**src/rtl/lbc_div.sv**
```systemverilog
// ----------------------------------------------------------------------------
// lbc_div
// Pipelined restoring divider, one quotient bit per stage, several lanes.
// Magnitudes in, signed saturated quotient out; QW+1 register stages.
// ----------------------------------------------------------------------------
`timescale 1ns / 1ps

module lbc_div #(
  parameter int LANES = 1,
  parameter int NW    = 8,
  parameter int DW    = 8,
  parameter int QW    = 8,
  parameter int SW    = 1
) (
  input  logic                       clk,
  input  logic                       rst_n,
  input  logic                       en,
  input  logic                       in_valid,
  input  logic [LANES-1:0][NW-1:0]   in_num,
  input  logic [LANES-1:0][DW-1:0]   in_den,
  input  logic [LANES-1:0]           in_neg,
  input  logic [SW-1:0]              in_side,
  output logic                       out_valid,
  output logic [LANES-1:0][QW:0]     out_quo,
  output logic [SW-1:0]              out_side
);

  localparam int W = ((NW > DW + QW) ? NW : DW + QW) + 1;

  logic [QW:0]       vld_r;
  logic [W-1:0]      rem_r   [QW+1][LANES];
  logic [QW-1:0]     quo_r   [QW+1][LANES];
  logic [DW-1:0]     den_r   [QW][LANES];
  logic [LANES-1:0]  sat_r   [QW+1];
  logic [LANES-1:0]  neg_r   [QW+1];
  logic [SW-1:0]     side_r  [QW+1];
  logic [W-1:0]      rem_nxt [QW][LANES];
  logic [QW-1:0]     quo_nxt [QW][LANES];

  // one trial subtract per stage and lane
  always_comb begin
    for (int s = 1; s <= QW; s++) begin
      for (int l = 0; l < LANES; l++) begin
        rem_nxt[s-1][l] = rem_r[s-1][l];
        quo_nxt[s-1][l] = quo_r[s-1][l];
        if (rem_r[s-1][l] >= (W'(den_r[s-1][l]) << (QW - s))) begin
          rem_nxt[s-1][l] = rem_r[s-1][l] - (W'(den_r[s-1][l]) << (QW - s));
          quo_nxt[s-1][l][QW-s] = 1'b1;
        end
      end
    end
  end

  // valid chain
  always_ff @(posedge clk) begin
    if (!rst_n) begin
      vld_r <= '0;
    end else if (en) begin
      vld_r <= {vld_r[QW-1:0], in_valid};
    end
  end

  // payload stages; entry stage flags quotients that overflow QW bits
  always_ff @(posedge clk) begin
    if (en) begin
      for (int l = 0; l < LANES; l++) begin
        rem_r[0][l]  <= W'(in_num[l]);
        quo_r[0][l]  <= '0;
        den_r[0][l]  <= in_den[l];
        sat_r[0][l]  <= (W'(in_den[l]) << QW) <= W'(in_num[l]);
        neg_r[0][l]  <= in_neg[l];
      end
      side_r[0] <= in_side;
      for (int s = 1; s <= QW; s++) begin
        for (int l = 0; l < LANES; l++) begin
          rem_r[s][l] <= rem_nxt[s-1][l];
          quo_r[s][l] <= quo_nxt[s-1][l];
        end
        sat_r[s]  <= sat_r[s-1];
        neg_r[s]  <= neg_r[s-1];
        side_r[s] <= side_r[s-1];
      end
      for (int s = 1; s < QW; s++) begin
        for (int l = 0; l < LANES; l++) begin
          den_r[s][l] <= den_r[s-1][l];
        end
      end
    end
  end

  // saturate and apply sign
  always_comb begin
    for (int l = 0; l < LANES; l++) begin
      logic [QW:0] mag;
      mag = sat_r[QW][l] ? {1'b0, {QW{1'b1}}} : {1'b0, quo_r[QW][l]};
      out_quo[l] = neg_r[QW][l] ? -mag : mag;
    end
  end

  assign out_valid = vld_r[QW];
  assign out_side  = side_r[QW];

endmodule

```
**config.mk**
```make
export PLATFORM = sky130hd
export DESIGN_NAME = lbc_div
export DESIGN_NICKNAME = d
export VERILOG_FILES = /design/src/rtl/lbc_div.sv
export SDC_FILE = /design/constraint.sdc
export NUM_CORES = 1
export LEC_CHECK = 0
export ABC_AREA = 1
export BUFFER_PORTS_ARGS = -buffer_cell sky130_fd_sc_hd__buf_2
export CAP_MARGIN = 20
export CORE_AREA = 2 2 141 198
export DETAILED_ROUTE_END_ITERATION = 12
export DIE_AREA = 0 0 143 200
export HOLD_SLACK_MARGIN = 0.1
export PLACE_DENSITY = 0.66
export SYNTH_ARGS = -nofsm -noshare
export SYNTH_HDL_FRONTEND = slang
export SYNTH_SLANG_ARGS = --single-unit
```
**constraint.sdc**
```tcl
create_clock -name clk -period 3.1 [get_ports clk]
set_input_delay 0.31 -clock clk [delete_from_list [all_inputs] [get_ports clk]]
set_output_delay 0.31 -clock clk [all_outputs]
set_load 0.01 [all_outputs]
```
* Yosys cells after proc, flatten, opt, wreduce, memory -nomap -nowiden
Memories as Yosys holds them, arrays and structs flattened.
Index checks and enable logic that the tools add are counted.
** Storage, ports and cells
- Bits in registers :: 9
- Bits in writable memories :: 316
- Input bits :: 22
- Output and inout bits :: 11
- Word-level logic and storage cells :: 45
- Memories :: 6
** Memories
- rem_r :: depth 9, width 17, read ports 8, clocked after Yosys merged registers in 0, write ports 9, RTL line 31 : logic [W-1:0] rem_r [QW+1][LANES];
- quo_r :: depth 9, width 8, read ports 9, clocked after Yosys merged registers in 0, write ports 9, RTL line 32 : logic [QW-1:0] quo_r [QW+1][LANES];
- den_r :: depth 8, width 8, read ports 8, clocked after Yosys merged registers in 0, write ports 8, RTL line 33 : logic [DW-1:0] den_r [QW][LANES];
- neg_r :: depth 9, width 1, read ports 9, clocked after Yosys merged registers in 0, write ports 9, RTL line 35 : logic [LANES-1:0] neg_r [QW+1];
- sat_r :: depth 9, width 1, read ports 9, clocked after Yosys merged registers in 0, write ports 9, RTL line 34 : logic [LANES-1:0] sat_r [QW+1];
- side_r :: depth 9, width 1, read ports 9, clocked after Yosys merged registers in 0, write ports 9, RTL line 36 : logic [SW-1:0] side_r [QW+1];
** Cells by class
- $add $sub $neg :: 9
- Order comparisons :: 9
- Mux-type cells :: 20
** Operators with widths (count)
- two-way mux 17 bit :: 8
- greater-or-equal comparator 17 x 10 -> 1 bit :: 1
- greater-or-equal comparator 17 x 11 -> 1 bit :: 1
- greater-or-equal comparator 17 x 12 -> 1 bit :: 1
- greater-or-equal comparator 17 x 13 -> 1 bit :: 1
- greater-or-equal comparator 17 x 14 -> 1 bit :: 1
- greater-or-equal comparator 17 x 15 -> 1 bit :: 1
- greater-or-equal comparator 17 x 8 -> 1 bit :: 1
- greater-or-equal comparator 17 x 9 -> 1 bit :: 1
- subtractor 17 x 10 -> 17 bit :: 1
- subtractor 17 x 11 -> 17 bit :: 1
- subtractor 17 x 12 -> 17 bit :: 1
- subtractor 17 x 13 -> 17 bit :: 1
- subtractor 17 x 14 -> 17 bit :: 1
- subtractor 17 x 15 -> 17 bit :: 1
- subtractor 17 x 8 -> 17 bit :: 1
- subtractor 17 x 9 -> 17 bit :: 1
- <= comparator 16 x 8 -> 1 bit :: 1
- two-way mux 1 bit :: 10
- two-way mux 9 bit :: 1
- negator 8 -> 9 bit :: 1
- two-way mux 8 bit :: 1

* Depth between registers and ports, before layout
An unclocked memory read counts as a cell.
- Depth after elaboration :: 4
- Mapped depth :: 14
- Mapped depth without buffers :: 14

* Worst setup path before layout
Ideal clock, no wire load.
- Kind :: register to register
- Start point :: memory den_r[1][16] (netlist name)
- End point :: memory rem_r[0][125] (netlist name), data pin
- Arrival :: 1.702 ns
- Data required time :: 2.848 ns
- Setup slack :: 1.146 ns
- Cell stages (with the launch flop) :: 12
- Path buffers :: 1
- Period minus slack after synthesis :: 1.954 ns
- Cell sequence :: edfxtp_1 > ha_1 > fa_1 > inv_1 > nand3_1 > nand3_1 > nand2_1 > nand3_2 > nor2_4 > buf_12 > nand2_2 > nand2_1
** RTL lines (RTL line)
- from (decl) :: 33
- to (decl) :: 31

==> summary.txt <==
Clk buf depth: 3
Crit. End Element: output port
Post-CTS Resized: 0
Maxcap violations: 0
Post-DP HPWL: 21.65 mm
DR WL/cell: 15.44 um
RSZ-0062 raised after global routing: no
Least-Margin Pin Slew: 0.7423 ns
Largest net degree at the start of global routing: 78
R2r setup slk: 0.61 ns
Vias post-DR: 9295
Post-synthesis register bit count: 263
Worst setup margin: 0.5906 ns
Drt drc: 0
Area of the multi-input gates: 4705 um^2
Share of layout cells above drive strength 1: 0.08043
Vias in the first global route: 9636
Mapped Nets: 1482
Global-route wire length before repair: 45.55 mm
Final WL: 28.67 mm
Worst clock skew: 0.02593 ns
Crit path to: out_quo[6]
Num ports: 33
Status: finished clean
Unique masters post-synth: 40
DIE WIDTH: 143 um
Final setup viols: 0
Post-route ant nets: 0
CTS root buffer: clkbuf_16
Endpoints failing hold: 0
Number of H-tree levels: 1
EDFF count, synth: 254
Fin nets: 1559
Syn avg cell area: 9.634 um^2
Final Non-Filler Cells: 1857
Diodes inserted: 0
R2R depth: 10
Overall Global Routing Usage: 0.2063
Placed cells: 1788
Final TNS setup: 0 ns
Max VDD drop: 567.7 uV
Maximum fanout along the worst path: 9
Worst Path Class, Setup: register to output port
Pre-CTS setup slack: 0.6548 ns
Hold WC Path Type: input port to register
Post-Synthesis Cells: 1395
Asr flop ratio synth: 0
Slew margin rel.: 0.5006
TritonCTS buffer count: 26
Via density: 5.005
# port buffers: 32
Fmax: 398.5 MHz
Antenna violations before repair: 0
Tmin final: 2.509 ns
Leakage: 0.006677 uW
Routability cong.: 0.9728
Slew Limit Fails: 0
Clk slew on worst S/H paths: 0.06 ns
Ys flop type: edfxtp_1
Hold slack: 0.2520 ns
Worst-Skew Late Latency: 0.55 ns
Initial Utilization: 0.5026
Worst flop-to-flop path endpoint: rem_r[0][101]
Post-CTS Setup Bufs: 0
Fill cells: 2329
CTS tree: built
Mapped Area: 13440 um^2
CTS Sinks: 263
Seq/Total Area, Yosys: 0.5810
Total core area: 26740 um^2
Worst R2R Start: rem_r[0][71]
Detailed Route Iter0 Violations: 392
CP Data Required Time: 2.79 ns
Die Y: 200 um
1st-pass router iterations: 4
Die area: 28600 um^2
Worst setup startpoint: sat_r[0][8]
Most frequent cells in the layout: nand2_1 (401), edfxtp_1 (254), inv_1 (216)
Std cell rows: 71
Area Overhead vs Synth: 12.67%
GRT overflow: 0
Final period utilization: 0.8095
CTS Hold Bufs: 21
Yosys Warn Count: 0
Pwr Density: 665.8 nW/um^2
Commonest non-fill, non-tap cell in the layout: nand2_1
Register Area: 7807 um^2
Setup crit start kind: register
Worst endpoint data arrival time: 2.20 ns
==> worst max-delay path, cell delays in order (launching register included) <==
cell and delay [ns]:
edfxtp_1 0.52, nor2_1 0.26, ha_1 0.18, inv_1 0.05, nor3_1 0.23, nand2_1 0.08, nand2_1 0.10, xnor2_1 0.11
buf_2 0.14
==> how the worst min path moves through the flow <==
stage                             from      endpoint  slack [ns]  depth (start not counted)
final                               en  rem_r[0][32]        0.25                          1
after global routing                en  rem_r[0][32]        0.26                          1
after CTS                           en  rem_r[0][32]        0.25                          1
after detailed placement      neg_r[1]      neg_r[2]        0.40                          0
after global placement    side_r[0][5]  side_r[0][6]        0.40                          0
after floorplan               neg_r[0]      neg_r[1]        0.40                          0
==> area by class of cell <==
type,count,share of cell area
well taps,365,0.03016
clock inverters,14,0.009750
flip-flops and latches,263,0.5156
repair buffers,59,0.03057
clock buffers,34,0.04768
inverters,224,0.05553
multi-input cells,898,0.3107
==> per-stage QoR <==
stage | instance area, um^2 | power (uW) | util
4_1_cts | 15140 | 10160 | 0.5663
5_1_grt | 15140 | 10650 | 0.5663
3_5_place_dp | 14060 | 6962 | 0.5259
2_1_floorplan | 13440 | 6255 | -
3_3_place_gp | 14060 | 6934 | 0.5259
6_report | 15140 | 10080 | 0.5663
==> power by group <==
group | internal (uW) | total [uW] | leakage (uW) | switching [uW]
Combinational | 794 | 2250 | 0.00371 | 1450
Sequential | 4410 | 4670 | 0.00254 | 258
Clock | 1820 | 3160 | 0.000425 | 1340
==> cell usage after synthesis (9+ instances only) <==
cell | instances | area, um^2
nand4_1 | 16 | 100.1
nor2_1 | 137 | 514.2
edfxtp_1 | 254 | 7627
dfxtp_1 | 9 | 180.2
or2_2 | 9 | 56.30
xnor2_1 | 12 | 105.1
nand3b_1 | 9 | 67.56
inv_1 | 216 | 810.8
o21ai_0 | 34 | 170.2
nand3_1 | 82 | 410.4
a21oi_1 | 44 | 220.2
nor3_1 | 16 | 80.08
nand2_1 | 401 | 1505
ha_1 | 59 | 738.2
xor2_1 | 27 | 236.5
==> registers in the layout (all words and copies together) (netlist names) <==
name and count:
den_r 64, neg_r 9, quo_r 36, rem_r 127, sat_r 9, side_r 9, vld_r 9
==> cells by family (layout without fill, tap and decap cells) <==
family | count (synthesis) | count (layout) | share of synthesized area
AOI/OAI and AO/OA | 93 | 93 | 0.03854
xor gates and xnor gates | 39 | 39 | 0.02542
adders and majority gates | 65 | 65 | 0.06387
buffers and inverters | 234 | 331 | 0.06899
DFF | 263 | 263 | 0.5810
and+or+nand+nor | 701 | 701 | 0.2222
==> routing by layer <==
layer,vias up,GRT usage,share of wire
met1,4302,0.1699,0.32
met2,158,0.4443,0.60
met5,-,0,0
li1,4734,-,-
met4,0,0.1148,0.058
met3,101,0.02791,0.027
Power figures use the tool's default switching activity.
